## src/hdl/gbnr_pkg.sv

```systemverilog
// Package with the item types and verdict codes of the Go-Back-N receiver.
package gbnr_pkg;

  // Verdict codes carried on each acknowledgement.
  typedef enum logic [1:0] {
    VERDICT_OK      = 2'd0,
    VERDICT_CORRUPT = 2'd1,
    VERDICT_ORDER   = 2'd2
  } verdict_t;

  // One input item: header words are only meaningful with first_item.
  typedef struct packed {
    logic               first_item;
    logic               last_item;
    logic signed [31:0] seq_word;
    logic signed [31:0] ack_word;
    logic signed [31:0] check_word;
    logic signed [7:0]  payload_byte;
  } in_item_t;

  // One acknowledgement item.
  typedef struct packed {
    logic signed [31:0] ack_number;
    logic signed [31:0] ack_check;
    verdict_t           verdict;
  } out_item_t;

  // Packet snapshot handed from the accumulator to the decision stage.
  typedef struct packed {
    logic [31:0] seq;
    logic [31:0] hdr_sum;
    logic [31:0] check;
    logic [31:0] pay_sum;
  } snap_t;

endpackage

```

## src/hdl/gbnr_accum.sv

```systemverilog
// Packet accumulator: latches the header and sums payload bytes up to the first zero, within the payload size.
module gbnr_accum #(
  parameter int PAYLOAD_BYTES = 20
) (
  input  logic              clk,
  input  logic              rst_n,
  input  logic              in_valid,
  output logic              in_stall,
  input  gbnr_pkg::in_item_t in_item,
  output logic              snap_valid,
  input  logic              snap_take,
  output gbnr_pkg::snap_t   snap
);

  localparam int CW = $clog2(PAYLOAD_BYTES + 1);

  logic [31:0]      held_seq_r, held_seq_nxt;
  logic [31:0]      held_ack_r, held_ack_nxt;
  logic [31:0]      held_check_r, held_check_nxt;
  logic [31:0]      sum_r, sum_nxt;
  logic             zero_r, zero_nxt;
  logic [CW-1:0]    cnt_r, cnt_nxt;
  logic             snap_valid_r, snap_valid_nxt;
  gbnr_pkg::snap_t  snap_r, snap_nxt;

  logic             fire;
  logic [31:0]      add_sum;
  logic             add_zero;
  logic [CW-1:0]    add_cnt;
  logic [7:0]       pbyte;

  // A pending snapshot that cannot move on holds off new items.
  assign in_stall = snap_valid_r && !snap_take;
  assign fire     = in_valid && !in_stall;
  assign pbyte    = in_item.payload_byte;

  // Header latch, byte accumulation and snapshot on the last item.
  always_comb begin
    held_seq_nxt   = held_seq_r;
    held_ack_nxt   = held_ack_r;
    held_check_nxt = held_check_r;
    sum_nxt        = sum_r;
    zero_nxt       = zero_r;
    cnt_nxt        = cnt_r;
    snap_nxt       = snap_r;
    snap_valid_nxt = snap_take ? 1'b0 : snap_valid_r;
    add_sum        = sum_r;
    add_zero       = zero_r;
    add_cnt        = cnt_r;
    if (fire) begin
      // A first item restarts the packet with fresh header words.
      if (in_item.first_item) begin
        held_seq_nxt   = in_item.seq_word;
        held_ack_nxt   = in_item.ack_word;
        held_check_nxt = in_item.check_word;
        add_sum        = '0;
        add_zero       = 1'b0;
        add_cnt        = '0;
      end
      // Bytes beyond the payload size and after a zero are not summed.
      if (add_cnt < CW'(PAYLOAD_BYTES)) begin
        add_cnt = add_cnt + CW'(1);
        if (!add_zero) begin
          if (pbyte == 8'd0) begin
            add_zero = 1'b1;
          end else begin
            add_sum = add_sum + {{24{pbyte[7]}}, pbyte};
          end
        end
      end
      sum_nxt  = add_sum;
      zero_nxt = add_zero;
      cnt_nxt  = add_cnt;
      if (in_item.last_item) begin
        snap_nxt.seq     = held_seq_nxt;
        snap_nxt.hdr_sum = held_seq_nxt + held_ack_nxt;
        snap_nxt.check   = held_check_nxt;
        snap_nxt.pay_sum = add_sum;
        snap_valid_nxt   = 1'b1;
        sum_nxt          = '0;
        zero_nxt         = 1'b0;
        cnt_nxt          = '0;
      end
    end
  end

  // State registers; the snapshot payload needs no reset.
  always_ff @(posedge clk) begin
    if (!rst_n) begin
      held_seq_r   <= '0;
      held_ack_r   <= '0;
      held_check_r <= '0;
      sum_r        <= '0;
      zero_r       <= 1'b0;
      cnt_r        <= '0;
      snap_valid_r <= 1'b0;
    end else begin
      held_seq_r   <= held_seq_nxt;
      held_ack_r   <= held_ack_nxt;
      held_check_r <= held_check_nxt;
      sum_r        <= sum_nxt;
      zero_r       <= zero_nxt;
      cnt_r        <= cnt_nxt;
      snap_valid_r <= snap_valid_nxt;
    end
  end

  always_ff @(posedge clk) begin
    snap_r <= snap_nxt;
  end

  assign snap_valid = snap_valid_r;
  assign snap       = snap_r;

endmodule

```

## src/hdl/gbnr_decide.sv

```systemverilog
// Decision stage: checks the packet, forms the acknowledgement and tracks the window.
module gbnr_decide #(
  parameter int SEQ_SPACE = 4
) (
  input  logic                clk,
  input  logic                rst_n,
  input  logic                snap_valid,
  output logic                snap_take,
  input  gbnr_pkg::snap_t     snap,
  output logic                out_valid,
  input  logic                out_stall,
  output gbnr_pkg::out_item_t out_item
);

  localparam int SW = $clog2(SEQ_SPACE);

  logic [SW-1:0]       exp_r, exp_nxt;
  logic                out_valid_r, out_valid_nxt;
  gbnr_pkg::out_item_t out_r, out_nxt;

  logic [31:0]         total;
  logic [31:0]         exp_ext;
  logic [31:0]         ackn;

  // The output register takes a new result when empty or being drained.
  assign snap_take = snap_valid && (!out_valid_r || !out_stall);
  assign total     = snap.hdr_sum + snap.pay_sum;
  assign exp_ext   = 32'(exp_r);

  // Classify the packet and build the acknowledgement.
  always_comb begin
    exp_nxt       = exp_r;
    out_nxt       = out_r;
    out_valid_nxt = out_valid_r && out_stall;
    ackn          = snap.seq;
    if (snap_take) begin
      out_valid_nxt = 1'b1;
      if (total != snap.check) begin
        ackn              = snap.seq - 32'd1;
        out_nxt.ack_check = ackn + snap.pay_sum;
        out_nxt.verdict   = gbnr_pkg::VERDICT_CORRUPT;
      end else if (snap.seq != exp_ext) begin
        // The window wraps below zero to its top sequence number.
        if (exp_r == '0) begin
          ackn = 32'(SEQ_SPACE - 1);
        end else begin
          ackn = exp_ext - 32'd1;
        end
        out_nxt.ack_check = ackn + snap.pay_sum;
        out_nxt.verdict   = gbnr_pkg::VERDICT_ORDER;
      end else begin
        ackn              = snap.seq;
        out_nxt.ack_check = ackn;
        out_nxt.verdict   = gbnr_pkg::VERDICT_OK;
        if (exp_r == SW'(SEQ_SPACE - 1)) begin
          exp_nxt = '0;
        end else begin
          exp_nxt = exp_r + SW'(1);
        end
      end
      out_nxt.ack_number = ackn;
    end
  end

  always_ff @(posedge clk) begin
    if (!rst_n) begin
      exp_r       <= '0;
      out_valid_r <= 1'b0;
    end else begin
      exp_r       <= exp_nxt;
      out_valid_r <= out_valid_nxt;
    end
  end

  always_ff @(posedge clk) begin
    out_r <= out_nxt;
  end

  assign out_valid = out_valid_r;
  assign out_item  = out_r;

endmodule

```

## src/hdl/go_back_n_receiver_ack_top.sv

```systemverilog
// Top level of the Go-Back-N receiver acknowledgement block.
//
// Usage: packets arrive on the in_ channel as runs of items, one payload byte
// per item; the item with first_item set also carries the sequence, ack and
// checksum words. Each item marked last_item produces exactly one
// acknowledgement on the out_ channel; other items produce nothing.
// Both channels use valid/stall: an item moves on a rising edge with valid
// high and stall low.
// Throughput: one item per cycle while in_stall is low, set by the byte
// accumulator, which adds one byte per cycle. The accumulator snapshot is
// written at the edge that accepts the last item, and the decision register
// takes it once that register is empty or being drained.
// While out_stall holds a result, one more finished packet can wait in the
// snapshot register; once that register is occupied and cannot move on,
// in_stall rises and holds off every further item until the result drains.
// Reset (rst_n low, synchronous) clears the expected sequence, the latched
// header words and the accumulator, and empties both pipeline registers.
module go_back_n_receiver_ack_top #(
  parameter int SEQ_SPACE     = 4,
  parameter int PAYLOAD_BYTES = 20
) (
  input  logic                clk,
  input  logic                rst_n,
  input  logic                in_valid,
  output logic                in_stall,
  input  gbnr_pkg::in_item_t  in_item,
  output logic                out_valid,
  input  logic                out_stall,
  output gbnr_pkg::out_item_t out_item
);

  logic            snap_valid;
  logic            snap_take;
  gbnr_pkg::snap_t snap;

  // Header latch and payload summation.
  gbnr_accum #(
    .PAYLOAD_BYTES(PAYLOAD_BYTES)
  ) u_accum (
    .clk       (clk),
    .rst_n     (rst_n),
    .in_valid  (in_valid),
    .in_stall  (in_stall),
    .in_item   (in_item),
    .snap_valid(snap_valid),
    .snap_take (snap_take),
    .snap      (snap)
  );

  // Checksum and sequence check, acknowledgement output register.
  gbnr_decide #(
    .SEQ_SPACE(SEQ_SPACE)
  ) u_decide (
    .clk       (clk),
    .rst_n     (rst_n),
    .snap_valid(snap_valid),
    .snap_take (snap_take),
    .snap      (snap),
    .out_valid (out_valid),
    .out_stall (out_stall),
    .out_item  (out_item)
  );

endmodule

```

## config.mk

```make
export PLATFORM = sky130hd
export DESIGN_NAME = go_back_n_receiver_ack_top
export DESIGN_NICKNAME = d
export VERILOG_FILES = /design/src/hdl/gbnr_pkg.sv /design/src/hdl/gbnr_accum.sv /design/src/hdl/gbnr_decide.sv /design/src/hdl/go_back_n_receiver_ack_top.sv
export SDC_FILE = /design/constraint.sdc
export NUM_CORES = 1
export LEC_CHECK = 0
export BUFFER_PORTS_ARGS = -buffer_cell sky130_fd_sc_hd__buf_2
export CAP_MARGIN = 20
export CORE_ASPECT_RATIO = 1.75
export CORE_UTILIZATION = 50
export CTS_CLUSTER_SIZE = 24
export DETAILED_ROUTE_END_ITERATION = 10
export PLACE_DENSITY = 0.74
export RECOVER_POWER = 100
export SETUP_SLACK_MARGIN = 0.3
export SLEW_MARGIN = 20
export SYNTH_ARGS = -nofsm -noshare
export SYNTH_HDL_FRONTEND = slang
export SYNTH_HIERARCHICAL = 1
export SYNTH_SLANG_ARGS = --single-unit
```

## constraint.sdc

```tcl
create_clock -name clk -period 12.95 [get_ports clk]
set_input_delay 3.885 -clock clk [delete_from_list [all_inputs] [get_ports clk]]
set_output_delay 3.885 -clock clk [all_outputs]
set_load 0.01 [all_outputs]
```

# ---- Yosys cells after proc, flatten, opt, wreduce, memory -nomap -nowiden
# Index checks and enable logic that the tools add are counted.
dict set report totals {
  in_bits 110
  output_inout_bits 68
  regBits 332
  elab_cells 78
}
dict set report op_classes {
  reduce_logical 13
  add_sub_neg 9
  eq_ne 3
  order_cmp 1
  muxes 34
  bitwise_logic 2
}
# operator n
set op_table {}
lappend op_table {{$mux 32} 17}
lappend op_table {{$add 32x32->32} 5}
lappend op_table {{$mux 34} 2}
lappend op_table {{$ne 32x2->1} 1}
lappend op_table {{$ne 32x32->1} 1}
lappend op_table {{$sub 32x1->32 const B} 1}
lappend op_table {{$mux 5} 4}
lappend op_table {{$mux 1} 10}
lappend op_table {{$logic_not 8->1} 1}
lappend op_table {{$add 5x1->5 const B} 1}
lappend op_table {{$lt 5x5->1 const B} 1}
lappend op_table {{$logic_and 1x1->1} 4}
lappend op_table {{$logic_not 1->1} 4}
lappend op_table {{$reduce_and 3->1} 1}
lappend op_table {{$sub 2x1->3 const B} 1}
lappend op_table {{$add 2x1->2 const B} 1}
lappend op_table {{$eq 2x2->1 const B} 1}
lappend op_table {{$logic_not 2->1} 1}
lappend op_table {{$mux 2} 1}
lappend op_table {{$not 1->1} 2}
lappend op_table {{$reduce_and 2->1} 1}
lappend op_table {{$logic_or 1x1->1} 1}

# ---- Depth between registers and ports, before layout
dict set report logic_depth {
  depth_word 13
  depth_mapped 22
  ltp_nobuf 20
}

# ---- Modules after synthesis
# Netlist, hierarchy kept.
# module cells_each seq_area_each_um2 area_per_inst_um2 n_inst
set by_module_without_submodules {}
lappend by_module_without_submodules {gbnr_accum 1392 6546.3 13922.1 1}
lappend by_module_without_submodules {gbnr_decide 1038 2042.0 8758.4 1}

# ---- Least setup slack after synthesis
# Ideal clock, no wire load.
dict set report synth_path {
  kind {input port to output port}
  from {input port out_stall}
  to {output port in_stall}
  path_buffers 0
  path_stages 3
  arrival_time_ps 9312
  setup_slack_ps -247
  required_time_ps 9065
  path_cell_list {a21boi_0 -> nand2b_1 -> inv_1}
}
dict set report synth_between {
  elab_chain_len 5
}
# item line_no
set synth_rtl {}
lappend synth_rtl {{from (decl)} go_back_n_receiver_ack_top.sv:28} ;# input logic out_stall,
lappend synth_rtl {{$logic_not 1->1} gbnr_decide.sv:26} ;# assign snap_take = snap_valid && (!out_valid_r || !out_stall);
lappend synth_rtl {{$logic_or 1x1->1} gbnr_decide.sv:26}
lappend synth_rtl {{$logic_and 1x1->1} gbnr_decide.sv:26}
lappend synth_rtl {{$logic_not 1->1} gbnr_accum.sv:33} ;# assign in_stall = snap_valid_r && !snap_take;
lappend synth_rtl {{$logic_and 1x1->1} gbnr_accum.sv:33}
lappend synth_rtl {{to (decl)} go_back_n_receiver_ack_top.sv:25} ;# output logic in_stall,
# Every way passes these cells.

# ---- Final worst setup path
dict set report layout_path {
  from {input port in_item[105] in the netlist's numbering}
  to {register u_accum.snap_r (netlist bit u_accum/snap[29]), data pin}
}
dict set report layout_between {
  elab_chain_len 6
  word_cells_on_any_way 11
  cone_classes {add/sub: 1; order compare: 1; mux: 9}
}
# item line_no
set layout_rtl {}
lappend layout_rtl {{from (decl)} go_back_n_receiver_ack_top.sv:26} ;# input gbnr_pkg::in_item_t in_item,
lappend layout_rtl {{$mux 32} gbnr_accum.sv:52} ;# if (in_item.first_item) begin
lappend layout_rtl {{$mux 32} gbnr_accum.sv:50} ;# if (fire) begin
lappend layout_rtl {{$add 32x32->32} gbnr_accum.sv:67} ;# add_sum = add_sum + {{24{pbyte[7]}}, pbyte};
lappend layout_rtl {{$mux 32} gbnr_accum.sv:64} ;# if (pbyte == 8'd0) begin
lappend layout_rtl {{$mux 32} gbnr_accum.sv:63} ;# if (!add_zero) begin
lappend layout_rtl {{$mux 32 (*)} gbnr_accum.sv:61} ;# if (add_cnt < CW'(PAYLOAD_BYTES)) begin
lappend layout_rtl {{to (signal assigned)} gbnr_accum.sv:109} ;# snap_r <= snap_nxt;
lappend layout_rtl {{to (decl)} gbnr_accum.sv:24} ;# gbnr_pkg::snap_t snap_r, snap_nxt;
# Every way passes the cells marked *; elsewhere a longest branch is shown, timed or not. The select of a mux whose other input is x is not followed.
# A chain may end at the register's enable or synchronous reset.

==> results.json <==
{
  "startpoint_type": "primary input",
  "cts_htree_levels": 2,
  "initial_core_util": 0.509,
  "violations": "max-capacitance violations, max-slew violations",
  "tritoncts": "built",
  "synth_seq_cells": 332,
  "cts.sinks": 332,
  "final_cell_mix": "nand2_1 (337), edfxtp_1 (194), ha_1 (160)",
  "hp-class": "reg -> reg",
  "cts_setup_buffers": 0,
  "synth_flop_cell": "edfxtp_1",
  "fp.dieH_um": 284,
  "rsz0062_at_grt": "no",
  "r2r_slack_ps": 6110,
  "ant_nets": 0,
  "p_leak_nw": 10.0,
  "setup_ws_ps": 3040,
  "drive_above_1_share": 0.0926,
  "fmax_mhz": 101,
  "crit_required_ps": 13190,
  "pwr-share-clk": 0.340,
  "fin_nets": 2864,
  "netlist_area_mm2": 0.0227,
  "layout_commonest_cell": "nand2_1",
  "synth_area_leader_cell": "edfxtp_1",
  "port_buffers": 177,
  "clockRootBuffer": "clkbuf_16",
  "route.detailed.drc": 0,
  "p_int_mw": 2.08,
  "worst_slew_pin_slew_ps": 4180,
  "min_from": "u_accum/sum_r[18]",
  "grt_max_degree": 99,
  "synthToLayoutAreaGrowth_pct": 10.7,
  "async_reset_ff_frac": 0,
  "fp.coreArea_mm2": 0.0445,
  "skew_ps": 17.3,
  "cts_made_buffers": 34,
  "reg2reg_depth": 20,
  "fp.dieW_um": 163,
  "worstHoldPathCells": 2,
  "arrival_ps": 10150,
  "route.vias.total": 19300,
  "cts_buffer_depth": 3,
  "synth_cell_types": 101,
  "layout_min_cycle_time_ps": 9910,
  "overflow": 0,
  "diodes": 0,
  "yosysWarnings": 6,
  "status": "finished with violations",
  "critical_path.max_fanout": 59,
  "critPathLaunch": "in_item[105]",
  "cts_resized": 0,
  "comb_power_share": 0.242,
  "ctsHoldBuffers": 0,
  "end_kind": "flip-flop",
  "first_global_vias": 19200,
  "pre_cts_ws_ps": 4130,
  "worstSetupPathType": "in -> reg",
  "synth_edf_count": 194,
  "finalSetupViolCount": 0,
  "hold_end": "u_accum/sum_r[18]",
  "hold_viol": 0,
  "routed_wire_length_per_instance_um": 21.6,
  "synth_top_area_frac": 0.257,
  "ios": 178,
  "antenna_found_initial": 1,
  "period_share": 0.765,
  "r2r_end": "u_decide/out_item[31]",
  "cap_viol_max_count": 6,
  "timing.rr.start": "u_accum/snap[98]",
  "switching_power_mw": 0.923,
  "slew_viol_final": 420,
  "swShare": 0.307,
  "insertion_delay_ps": 530,
  "vias_per_cell": 6.05,
  "setup-tns-final_ps": 0,
  "dieArea_mm2": 0.0463,
  "finalWirelength_um": 68800,
  "ir_drop_v": 0.000131,
  "drtIter0Drc": 1301,
  "synth_cells": 2430,
  "grt_pass1_wl_um": 104000,
  "drt-pass1-iter-count": 8,
  "power.density_mw_per_mm2": 120,
  "synthTopCellsByArea": "edfxtp_1 (26%), dfxtp_1 (12%), ha_1 (8.8%)",
  "detailed_place_hpwl_um": 53300,
  "holdWs_ps": 456,
  "slew_headroom": -1.78,
  "avgSynthCellArea_um2": 9.33,
  "power.share.sequential": 0.418,
  "synth-seq-area-share": 0.379,
  "grtUsageTotal": 0.294,
  "rows": 102,
  "clkSlewWorstSetupHoldPaths_ps": 70,
  "gp_congestion": 1.01
}
==> Yosys cell counts, types with 10 or more instances <==
library cell,count
nand2_1,338
edfxtp_1,194
ha_1,160
a21oi_1,141
dfxtp_1,138
nor2_1,128
o21ai_0,123
a21boi_0,103
xnor2_1,103
mux2_2,98
xor2_1,77
clkbuf_1,75
a21o_1,70
inv_1,60
nand3_1,59
nor2b_1,50
and2_1,43
nor3_1,43
o21a_1,27
a22o_1,25
a31oi_1,22
o21bai_1,22
a211oi_1,17
and3_1,17
mux2i_1,17
nand2b_1,17
nand4_1,16
or3_1,15
a22oi_1,13
nor4_1,12
o31ai_1,12
o21ai_1,10
==> stage by stage <==
step | power [mW] | instances | util | instance area [um^2]
after CTS | 3.02 | 3186 | 0.567 | 25300
after global routing | 3.13 | 3186 | 0.564 | 25100
after detailed placement | 2.00 | 3125 | 0.542 | 24100
after floorplan | 1.78 | 2458 | - | 22800
final | 3.00 | 3186 | 0.564 | 25100
after global placement | 1.98 | 3125 | 0.542 | 24100
==> flip-flops by register name, summed over array words and instances, names as in the netlist <==
name                  flops
u_accum/held_ack_r       32
u_accum/snap            128
u_decide/out_valid        1
u_accum/sum_r            32
u_accum/zero_r            1
u_decide/exp_r            2
u_accum/cnt_r             5
u_accum/held_seq_r       32
u_decide/out_item        66
u_accum/snap_valid        1
u_accum/held_check_r     32
==> cell families after synthesis <==
kind of cell	count (synthesis)	synth area share
compound gates	699	0.210
xor+xnor	181	0.0707
fa+ha+maj	168	0.0941
buf+inv	155	0.0268
flops	332	0.379
mux	115	0.0562
other cells	1	0.000165
simple gates	779	0.163
==> worst max-delay path: stages <==
cell and delay (ps):
clkbuf_1 2170, inv_1 710, nand2_1 330, inv_1 70, ha_1 410, nor3_1 100
a2111oi_0 480, o32ai_1 190, o31a_4 150, nor4b_1 570, a211oi_1 190, o221ai_1 230
a31oi_1 110, o21ai_0 540
==> routing by layer <==
layer,global-route usage,vias up,routed length [um]
met1,0.318,9230,25600
met2,0.541,658,35800
met5,0,-,0
li1,-,9193,-
met3,0.0342,193,3120
met4,0.173,0,4280
==> power by group through the flow <==
stage,logic (mW),registers [mW],clock network (mW)
after floorplan,0.519,1.26,0
after global placement,0.708,1.27,0
after detailed placement,0.721,1.27,0
after CTS,0.725,1.25,1.04
after global routing,0.789,1.26,1.08
final,0.728,1.26,1.02
==> worst max-delay path by stage <==
stage          slack [ps]               end  cells past startpoint
3_3_place_gp         4200  u_accum/snap[95]                     13
3_5_place_dp         4130  u_accum/snap[95]                     13
2_1_floorplan        1670          in_stall                      3
6_report             3040  u_accum/snap[29]                     14
5_1_grt              2590  u_accum/snap[29]                     14
4_1_cts              4350          in_stall                      5
==> final cells by class <==
class | count | area, um^2
fillers | 3954 | 19400
multi-input cells | 1971 | 13500
flip-flops and latches | 332 | 8590
clock buffers | 42 | 923
repair buffers | 189 | 877
well taps | 572 | 716
inverters | 61 | 229
clock inverters | 19 | 223
Note: power is estimated with default switching activity, not from simulation.
